### config.mk
export PLATFORM = sky130hd
export DESIGN_NAME = row_median_by_sorting
export DESIGN_NICKNAME = d
export VERILOG_FILES = /design/src/rtl/rmbs_pkg.sv /design/src/rtl/rmbs_datapath.sv /design/src/rtl/rmbs_ctrl.sv /design/src/rtl/row_median_by_sorting.sv
export VERILOG_INCLUDE_DIRS = /design/src /design/src/rtl
export SDC_FILE = /design/constraint.sdc
export NUM_CORES = 2
export LEC_CHECK = 0
export BUFFER_PORTS_ARGS = -buffer_cell sky130_fd_sc_hd__buf_2
export CAP_MARGIN = 10
export CORE_MARGIN = 2
export CORE_UTILIZATION = 28
export DETAILED_ROUTE_END_ITERATION = 8
export PLACE_DENSITY_LB_ADDON = 0.3
export SYNTH_ARGS = -nofsm -noshare
export SYNTH_HDL_FRONTEND = slang
export SYNTH_SLANG_ARGS = --single-unit
### constraint.sdc
create_clock -name i_clk -period 5.54 [get_ports i_clk]
set_clock_uncertainty 0.05 [all_clocks]
set_input_delay 1.108 -clock i_clk [delete_from_list [all_inputs] [get_ports i_clk]]
set_output_delay 1.108 -clock i_clk [all_outputs]
set_load 0.05 [all_outputs]
### src/rtl/row_median_by_sorting_macros.svh
// Assertion macros shared by the row median modules.
// Each macro expects i_clk and i_rst_n to exist in the module that uses it.
`ifndef ROW_MEDIAN_BY_SORTING_MACROS_SVH
`define ROW_MEDIAN_BY_SORTING_MACROS_SVH

// Same-cycle implication, disabled while reset is asserted.
`define RMBS_ASSERT_NOW(lbl, ante, cons, msg) \
    lbl: assert property (@(posedge i_clk) disable iff (!i_rst_n) (ante) |-> (cons)) \
        else $error(msg);

// Next-cycle implication, disabled while reset is asserted.
`define RMBS_ASSERT_NEXT(lbl, ante, cons, msg) \
    lbl: assert property (@(posedge i_clk) disable iff (!i_rst_n) (ante) |=> (cons)) \
        else $error(msg);

`endif

### src/rtl/rmbs_pkg.sv
`default_nettype none
package rmbs_pkg;

    localparam int MAX_ROW_DEFAULT = 32;
    localparam int SAMPLE_W        = 16;
    localparam int MEDIAN_W        = 17;
    localparam int COUNT_W         = 6;

    typedef struct packed {
        logic signed [SAMPLE_W-1:0] sample;
        logic                       last;
    } t_rmbs_in;

    typedef struct packed {
        logic signed [MEDIAN_W-1:0] median_twice;
        logic [COUNT_W-1:0]         count;
    } t_rmbs_out;

    typedef enum logic [1:0] {
        S_LOAD,
        S_PREP,
        S_SHIFT,
        S_DONE
    } t_rmbs_state;

    // Commands from the controller to the datapath.
    typedef struct packed {
        logic load;        // an input item is transferred this cycle
        logic shift_load;  // set up the shift counter from the row count
        logic shift;       // move the chain down by one cell
        logic finish;      // capture the result and clear the row
    } t_rmbs_cmd;

    // Status from the datapath to the controller.
    typedef struct packed {
        logic shift_done;  // the middle values sit in the two lowest cells
    } t_rmbs_status;

endpackage
`default_nettype wire

### src/rtl/rmbs_datapath.sv
`default_nettype none
`include "row_median_by_sorting_macros.svh"
module rmbs_datapath
    import rmbs_pkg::*;
#(
    parameter int MAX_ROW = MAX_ROW_DEFAULT
) (
    input  wire logic         i_clk,
    input  wire logic         i_rst_n,
    input  wire t_rmbs_cmd    i_cmd,
    input  wire t_rmbs_in     i_item,
    output t_rmbs_status      o_status,
    output t_rmbs_out         o_result
);

    localparam int CW = $clog2(MAX_ROW + 1);
    localparam int SW = ($clog2(MAX_ROW) > 0) ? $clog2(MAX_ROW) : 1;

    // Sorted insertion chain; the valid prefix is the first r_count cells.
    logic signed [SAMPLE_W-1:0] r_cell [MAX_ROW];
    logic signed [SAMPLE_W-1:0] n_cell [MAX_ROW];
    logic [CW-1:0]              r_count, n_count;
    logic                       r_zero_seen, n_zero_seen;
    logic [SW-1:0]              r_shift, n_shift;
    t_rmbs_out                  r_result, n_result;

    logic [MAX_ROW-1:0]         gt_v;
    logic [CW-1:0]              count_m1;
    logic signed [MEDIAN_W-1:0] pair_sum;
    logic                       do_insert;

    always_comb begin
        // A cell moves up when it lies beyond the valid prefix or holds a larger value.
        for (int i = 0; i < MAX_ROW; i++) begin
            gt_v[i] = (CW'(i) >= r_count) || (r_cell[i] > i_item.sample);
        end
        count_m1  = r_count - CW'(1);
        pair_sum  = MEDIAN_W'(r_cell[0]) + MEDIAN_W'(r_cell[1]);
        do_insert = i_cmd.load && !r_zero_seen && (i_item.sample != '0)
                    && (r_count < CW'(MAX_ROW));

        n_cell      = r_cell;
        n_count     = r_count;
        n_zero_seen = r_zero_seen;
        n_shift     = r_shift;
        n_result    = r_result;

        if (i_cmd.load && !r_zero_seen && (i_item.sample == '0)) begin
            n_zero_seen = 1'b1;
        end
        if (do_insert) begin
            n_count   = r_count + CW'(1);
            n_cell[0] = gt_v[0] ? i_item.sample : r_cell[0];
            for (int i = 1; i < MAX_ROW; i++) begin
                if (gt_v[i-1]) begin
                    n_cell[i] = r_cell[i-1];
                end else if (gt_v[i]) begin
                    n_cell[i] = i_item.sample;
                end
            end
        end

        // Dropping (count - 1) / 2 cells brings the middle value(s) to cells 0 and 1.
        if (i_cmd.shift_load) begin
            n_shift = (r_count == '0) ? '0 : SW'(count_m1 >> 1);
        end
        if (i_cmd.shift) begin
            n_shift = r_shift - SW'(1);
            for (int i = 0; i < MAX_ROW - 1; i++) begin
                n_cell[i] = r_cell[i+1];
            end
        end

        if (i_cmd.finish) begin
            if (r_count == '0) begin
                n_result.median_twice = '0;
            end else if (r_count[0]) begin
                n_result.median_twice = {r_cell[0], 1'b0};
            end else begin
                n_result.median_twice = pair_sum;
            end
            n_result.count = COUNT_W'(r_count);
            n_count        = '0;
            n_zero_seen    = 1'b0;
        end
    end

    always_ff @(posedge i_clk) begin
        if (!i_rst_n) begin
            r_count     <= '0;
            r_zero_seen <= 1'b0;
            r_shift     <= '0;
        end else begin
            r_count     <= n_count;
            r_zero_seen <= n_zero_seen;
            r_shift     <= n_shift;
        end
    end

    always_ff @(posedge i_clk) begin
        r_cell   <= n_cell;
        r_result <= n_result;
    end

    assign o_status.shift_done = (r_shift == '0);
    assign o_result            = r_result;

    `RMBS_ASSERT_NOW(a_count_bound, 1'b1, r_count <= CW'(MAX_ROW), "row count beyond MAX_ROW")

endmodule
`default_nettype wire

### src/rtl/rmbs_ctrl.sv
`default_nettype none
`include "row_median_by_sorting_macros.svh"
module rmbs_ctrl
    import rmbs_pkg::*;
(
    input  wire logic         i_clk,
    input  wire logic         i_rst_n,
    input  wire logic         i_in_valid,
    input  wire logic         i_in_last,
    output logic              o_in_stall,
    output logic              o_out_valid,
    input  wire logic         i_out_stall,
    input  wire t_rmbs_status i_status,
    output t_rmbs_cmd         o_cmd
);

    t_rmbs_state r_state, n_state;
    logic        r_out_valid, n_out_valid;
    logic        accept;
    logic        slot_free;

    assign accept    = i_in_valid && (r_state == S_LOAD);
    assign slot_free = !r_out_valid || !i_out_stall;

    always_comb begin
        n_state = r_state;
        case (r_state)
            S_LOAD:  if (accept && i_in_last) begin
                n_state = S_PREP;
            end
            S_PREP:  n_state = S_SHIFT;
            S_SHIFT: if (i_status.shift_done) begin
                n_state = S_DONE;
            end
            S_DONE:  if (slot_free) begin
                n_state = S_LOAD;
            end
            default: n_state = S_LOAD;
        endcase
    end

    always_comb begin
        o_cmd = '0;
        case (r_state)
            S_LOAD:  o_cmd.load       = accept;
            S_PREP:  o_cmd.shift_load = 1'b1;
            S_SHIFT: o_cmd.shift      = !i_status.shift_done;
            S_DONE:  o_cmd.finish     = slot_free;
            default: o_cmd = '0;
        endcase
    end

    always_comb begin
        if (o_cmd.finish) begin
            n_out_valid = 1'b1;
        end else if (!i_out_stall) begin
            n_out_valid = 1'b0;
        end else begin
            n_out_valid = r_out_valid;
        end
    end

    always_ff @(posedge i_clk) begin
        if (!i_rst_n) begin
            r_state     <= S_LOAD;
            r_out_valid <= 1'b0;
        end else begin
            r_state     <= n_state;
            r_out_valid <= n_out_valid;
        end
    end

    assign o_in_stall  = (r_state != S_LOAD);
    assign o_out_valid = r_out_valid;

    `RMBS_ASSERT_NOW(a_finish_slot, o_cmd.finish, slot_free, "result overwritten")
    `RMBS_ASSERT_NOW(a_valid_source, $rose(r_out_valid), $past(r_state == S_DONE), "stray result")
    `RMBS_ASSERT_NEXT(a_last_ends_row, accept && i_in_last, r_state == S_PREP, "no median phase")

endmodule
`default_nettype wire

### src/rtl/row_median_by_sorting.sv
//  Channel   Direction  Handshake                       Payload
//  input     in         i_in_valid / o_in_stall         i_in_item  (sample, last)
//  output    out        o_out_valid / i_out_stall       o_out_item (median_twice, count)
//
//  While a row streams in, one element is transferred per cycle and lands in sorted place.
//  After the last element the input stalls while the shift count is set up, the chain
//  shifts down until the middle values sit lowest, and the result is captured.
//  The result register frees the chain, so the next row may load while a result waits.
//  A stalled result holds, and the next row end waits in its final step until it leaves.
//  Reset is synchronous and active low; the chain cells and the result are not reset.
`default_nettype none
module row_median_by_sorting
    import rmbs_pkg::*;
#(
    parameter int MAX_ROW = MAX_ROW_DEFAULT
) (
    input  wire logic      i_clk,
    input  wire logic      i_rst_n,
    input  wire logic      i_in_valid,
    input  wire t_rmbs_in  i_in_item,
    output logic           o_in_stall,
    output logic           o_out_valid,
    output t_rmbs_out      o_out_item,
    input  wire logic      i_out_stall
);

    // Commands and status join the controller to the datapath and nothing else.
    t_rmbs_cmd    cmd;
    t_rmbs_status status;

    // The controller sequences loading, the shift-down phase and the result transfer.
    rmbs_ctrl u_ctrl (
        .i_clk       (i_clk),
        .i_rst_n     (i_rst_n),
        .i_in_valid  (i_in_valid),
        .i_in_last   (i_in_item.last),
        .o_in_stall  (o_in_stall),
        .o_out_valid (o_out_valid),
        .i_out_stall (i_out_stall),
        .i_status    (status),
        .o_cmd       (cmd)
    );

    // The datapath holds the sorted chain, the row count and the result register.
    rmbs_datapath #(
        .MAX_ROW (MAX_ROW)
    ) u_datapath (
        .i_clk    (i_clk),
        .i_rst_n  (i_rst_n),
        .i_cmd    (cmd),
        .i_item   (i_in_item),
        .o_status (status),
        .o_result (o_out_item)
    );

endmodule
`default_nettype wire

Word level (Yosys, flattened, before mapping)
Cells that the tools add are included.
{ "totals": {"output_inout_bits": 25, "register_bits": 550, "input_bits": 21} }
{ "op_classes": {"eq_ne": 7, "bitwise_logic": 1, "addsub": 4, "n_lt_le_gt_ge": 65, "n_reduce_logical": 118, "n_mux": 79} }
{ "ops": {"columns": ["op", "n"], "rows": [
  ["$mux 16", 63],
  ["$gt 16x16->1", 32],
  ["$mux 512", 1],
  ["$mux 496", 1],
  ["$ge 5x6->1 const A", 16],
  ["$reduce_bool 3->1", 30],
  ["$reduce_and 2->1", 32],
  ["$ge 4x6->1 const A", 8],
  ["$logic_or 1x1->1", 33],
  ["$ge 3x6->1 const A", 4],
  ["$add 16x16->17", 1],
  ["$mux 17", 1],
  ["$logic_not 16->1", 1],
  ["$reduce_bool 16->1", 1],
  ["$mux 5", 3],
  ["$ge 1x6->1 const A", 2],
  ["$ge 2x6->1 const A", 2],
  ["$reduce_bool 2->1", 5],
  ["$pmux 2 s4", 1],
  ["$add 6x1->6 const B", 1],
  ["$logic_and 1x1->1", 6],
  ["$logic_not 6->1", 1],
  ["$lt 6x6->1 const B", 1],
  ["$mux 1", 6],
  ["other kinds (13)", 22]
]} }

Longest topological paths before layout
{ "logic_depth": {"depth_word": 8, "ltp_mapped": 13, "depth_no_buf": 10} }

Modules after synthesis
A second synthesis with hierarchy kept.
{ "hier_totals": {"cells_unflattened": 3981, "hier_area_um2": 41085.7} }
{ "modules_own_cells": {"columns": ["mod", "n_inst", "area_each_um2", "cells_each"], "rows": [
  ["rmbs_datapath", 1, 40859.2, 3957],
  ["rmbs_ctrl", 1, 226.5, 24]
]} }

Worst setup path after synthesis
No wires, ideal clock.
{ "synth_path": {"kind": "input port to flip-flop", "start": "in i_in_item[16] (netlist bit)", "end": "reg u_datapath.r_cell[160] (netlist bit), enable pin", "stages": 11, "setup_ps": 411, "path_buffers": 2, "t_required_ps": 5079, "setup_slack_ps": 474, "t_arrival_ps": 4605, "cell_sequence": "buf_2 inv_1 ha_1 and4_1 a21o_1 nor3_1 mux2i_1 a2bb2oi_1 buf_2 nor2b_1 o21ai_0"} }
{ "synth_between": {"elab_chain_cells": 5} }
{ "synth_rtl": {"columns": ["item", "line_no", "rtl"], "rows": [
  ["start: declaration", "row_median_by_sorting.sv:20", "input wire t_rmbs_in i_in_item,"],
  ["parallel branches: the longest is 4 deep, another holds $gt 16x16->1", null, null],
  ["$reduce_and 2->1 (no source line) (*)", null, null],
  ["end signal: assignment", "rmbs_datapath.sv:101", "r_cell <= n_cell;"],
  ["end: declaration", "rmbs_datapath.sv:20", "logic signed [SAMPLE_W-1:0] r_cell [MAX_ROW];"]
]} }
Mark *: on every way between the ends.
A chain may end at the register's enable or synchronous reset.

==> flow_summary.yaml <==
status:
  status: "complete, no violations"
synthesis:
  ys_ff_latch: 550
  synth_cell_types: 79
  syn_nets: 4574
  avgSynthCellArea_um2: 9.97
  yosys_warnings: 0
  synth_cells: 4031
  synth_area_leaders: "edfxtp_1 40%, ha_1 16%, mux2i_1 8.7%"
  syn-cell-area_um2: 40200
  synthArstFlopShare_pct: 0
  synth-edff-count: 535
  yosysSeqAreaShare_pct: 40.7
  yosys_most_used_dff: "edfxtp_1"
  yosys.area.top_type: "edfxtp_1"
  synth_top_cell_area_share_pct: 40.0
sta:
  finalCritPeriodShare_pct: 81.7
  max_slew.worst_pin.slew_ns: 1.14
  setup_tns_ns: 0
  setup_ws_ns: 1.02
  hold_viol: 0
  setup_viol: 0
  rsz0062_at_grt: "no"
  slew_violations: 0
  post-route-min-period_ns: 4.52
  max_freq_mhz: 221
  slew_headroom_pct: 22.9
place:
  port_buffers: 45
  gp_congestion: 0.878
  dp_hpwl_um: 103000
  place_ws_ns: 0.453
  placed_cell_area_um2: 43000
critical_path:
  crit_arrival_ns: 4.82
  cp_common_cell: "buf_4"
  path_max_fanout: 26
  crit_slowest_cell: "nor4_1"
  crit_type: "in -> reg"
  worstSetupStartpointType: "primary input"
  max_stage_delay_ns: 0.72
  end_kind: "flip-flop"
  required_ns: 5.84
  path_cells: "buf_4 -> buf_4 -> nor4_1 -> nand4_1 -> nand4_1 -> buf_4 -> nor2_4 -> nand2_1 -> o221ai_1"
worst_hold_path:
  min_path_type: "reg -> reg"
layout:
  post-route-util_pct: 31.5
  drive_gt1_share_pct: 8.20
  final_area_um2: 45100
  final_common_cell: "nand2_1"
  syn2layout_area_growth_pct: 12.3
  fill_cells: 14700
  final_cell_mix: "583 x nand2_1, 535 x edfxtp_1, 521 x ha_1"
  finalNetCount: 4556
routing:
  dr.pass1.iters: 5
  wl_um: 149000
  ant_nets: 0
  drtIter0Drc: 3273
  wl_per_cell_um: 24.9
  drc: 0
  viasPerCell: 5.68
  routed-via-count: 33900
cts:
  ctsResizeCount: 0
  clk_path_buf_depth: 3
  clk_latency_ns: 0.65
  clk_pin_slew_ns: 0.06
  cts_buffers: 66
  cts_tree: "yes"
  cts_root_buf: "clkbuf_16"
  cts_hold_buf: 0
  htreeDepth: 3
  cts_sinks: 550
  cts_setup_buffers: 0
power_and_ir_drop:
  powerDensity_nw_per_um2: 547
  p_leak_nw: 17.0
  finalPower_w: 0.0247
  vdd_ir_drop_max_uv: 268
global_routing:
  grt_pass1_vias: 33400
  grt_overflow: 0
  grt_max_degree: 199
  grt_usage_pct: 19.7
  grt_first_pass_wirelength_um: 220000
  antenna_found_initial: 8
run:
  cap_violations: 0
floorplan:
  initial_utilization_pct: 28.1
  num_io_pins: 46
  dieWidth_um: 383
  fp.coreArea_um2: 143000
  die_h_um: 383
  die_area_um2: 147000
  row_count: 139
## critical path: cells and delay by family
kind | cells | cell delay, ns
and+or+nand+nor | 5 | 2.20
AOI/OAI and AO/OA | 1 | 0.28
buffers and inverters | 3 | 1.14
## metal layers
metal | wire length, um | track usage [%] | vias up
met2 | 66900 | 31.1 | 1263
met3 | 10300 | 3.02 | 246
met4 | 4190 | 5.80 | 0
li1 | - | - | 15400
met5 | 0 | 0 | -
met1 | 67400 | 27.8 | 17000
## synthesized netlist by cell type, types with 5 or more instances
master     number
a2111oi_0       9
a211oi_1       15
a21o_1        106
a21oi_1       175
a31oi_1        10
and3_1         16
and4_1         12
buf_1          13
buf_2          57
buf_4          12
buf_6           5
clkbuf_1      187
dfxtp_1        15
edfxtp_1      535
ha_1          521
inv_1          81
mux2_1         10
mux2_2          7
mux2i_1       349
nand2_1       584
nand2b_1       19
nand3_1       202
nand4_1       140
nor2_1         89
nor2b_1        51
nor3_1         29
nor4_1         21
o211ai_1       87
o21a_1         24
o21ai_0       230
o21ai_1       180
o21bai_1        5
o221ai_1       10
o22a_1          5
o22ai_1        35
o311ai_0       43
o311ai_1       35
o31ai_1         5
or3_1          12
xnor2_1        12
xor2_1          6
## state kept, by name, indices dropped and copies added (netlist names)
name                    cells
u_datapath.o_result        23
u_datapath.r_shift          5
u_datapath.r_zero_seen      1
u_datapath.r_count          6
u_ctrl.r_state              2
u_datapath.r_cell         512
u_ctrl.o_out_valid          1
## path summary, 6_finish.rpt
path | to | slack, ns | cells after the start | startpoint
min | u_datapath.r_zero_seen | 0.45 | 2 | u_datapath.r_zero_seen
max | u_datapath.r_cell[240] | 1.02 | 9 | i_in_item[1]
max reg2reg | u_datapath.r_cell[166] | 1.38 | 9 | u_datapath.r_count[0]
min reg2reg | u_datapath.r_zero_seen | 0.45 | 2 | u_datapath.r_zero_seen
## metrics by stage
stage | hold WS, ns | instances
2_1_floorplan | 0.356 | 4031
3_3_place_gp | 0.407 | 5848
3_5_place_dp | 0.422 | 5848
4_1_cts | 0.451 | 5964
5_1_grt | 0.492 | 5965
6_report | 0.452 | 5966
## logic make-up after synthesis
family | count (synthesis) | synth area share [%]
AOI/OAI and AO/OA | 1021 | 15.8
buffers and inverters | 358 | 3.79
DFF | 550 | 40.7
xor gates and xnor gates | 18 | 0.392
adders and majority gates | 522 | 16.3
and+or+nand+nor | 1196 | 13.8
muxes | 366 | 9.17
## power breakdown
group          total (W)  switching [W]  internal [W]  leakage (nW)
sequential        0.0101        0.00245       0.00760          5.39
clock            0.00454        0.00191       0.00264          1.04
combinational     0.0101        0.00631       0.00376          10.6
## final cells by class
class                           instances  area [um2]  area share (%)
Clock inverter                         29         315           0.699
Inverter                               82         313           0.693
Timing Repair Buffer                  190        1480            3.28
Tap cell                             1903        2380            5.28
Multi-Input combinational cell       3123       22500            49.7
Sequential cell                       550       16400            36.3
Clock buffer                           87        1820            4.04
Antenna cell                            2        5.00          0.0111
Note: power is estimated with default switching activity, not from simulation.
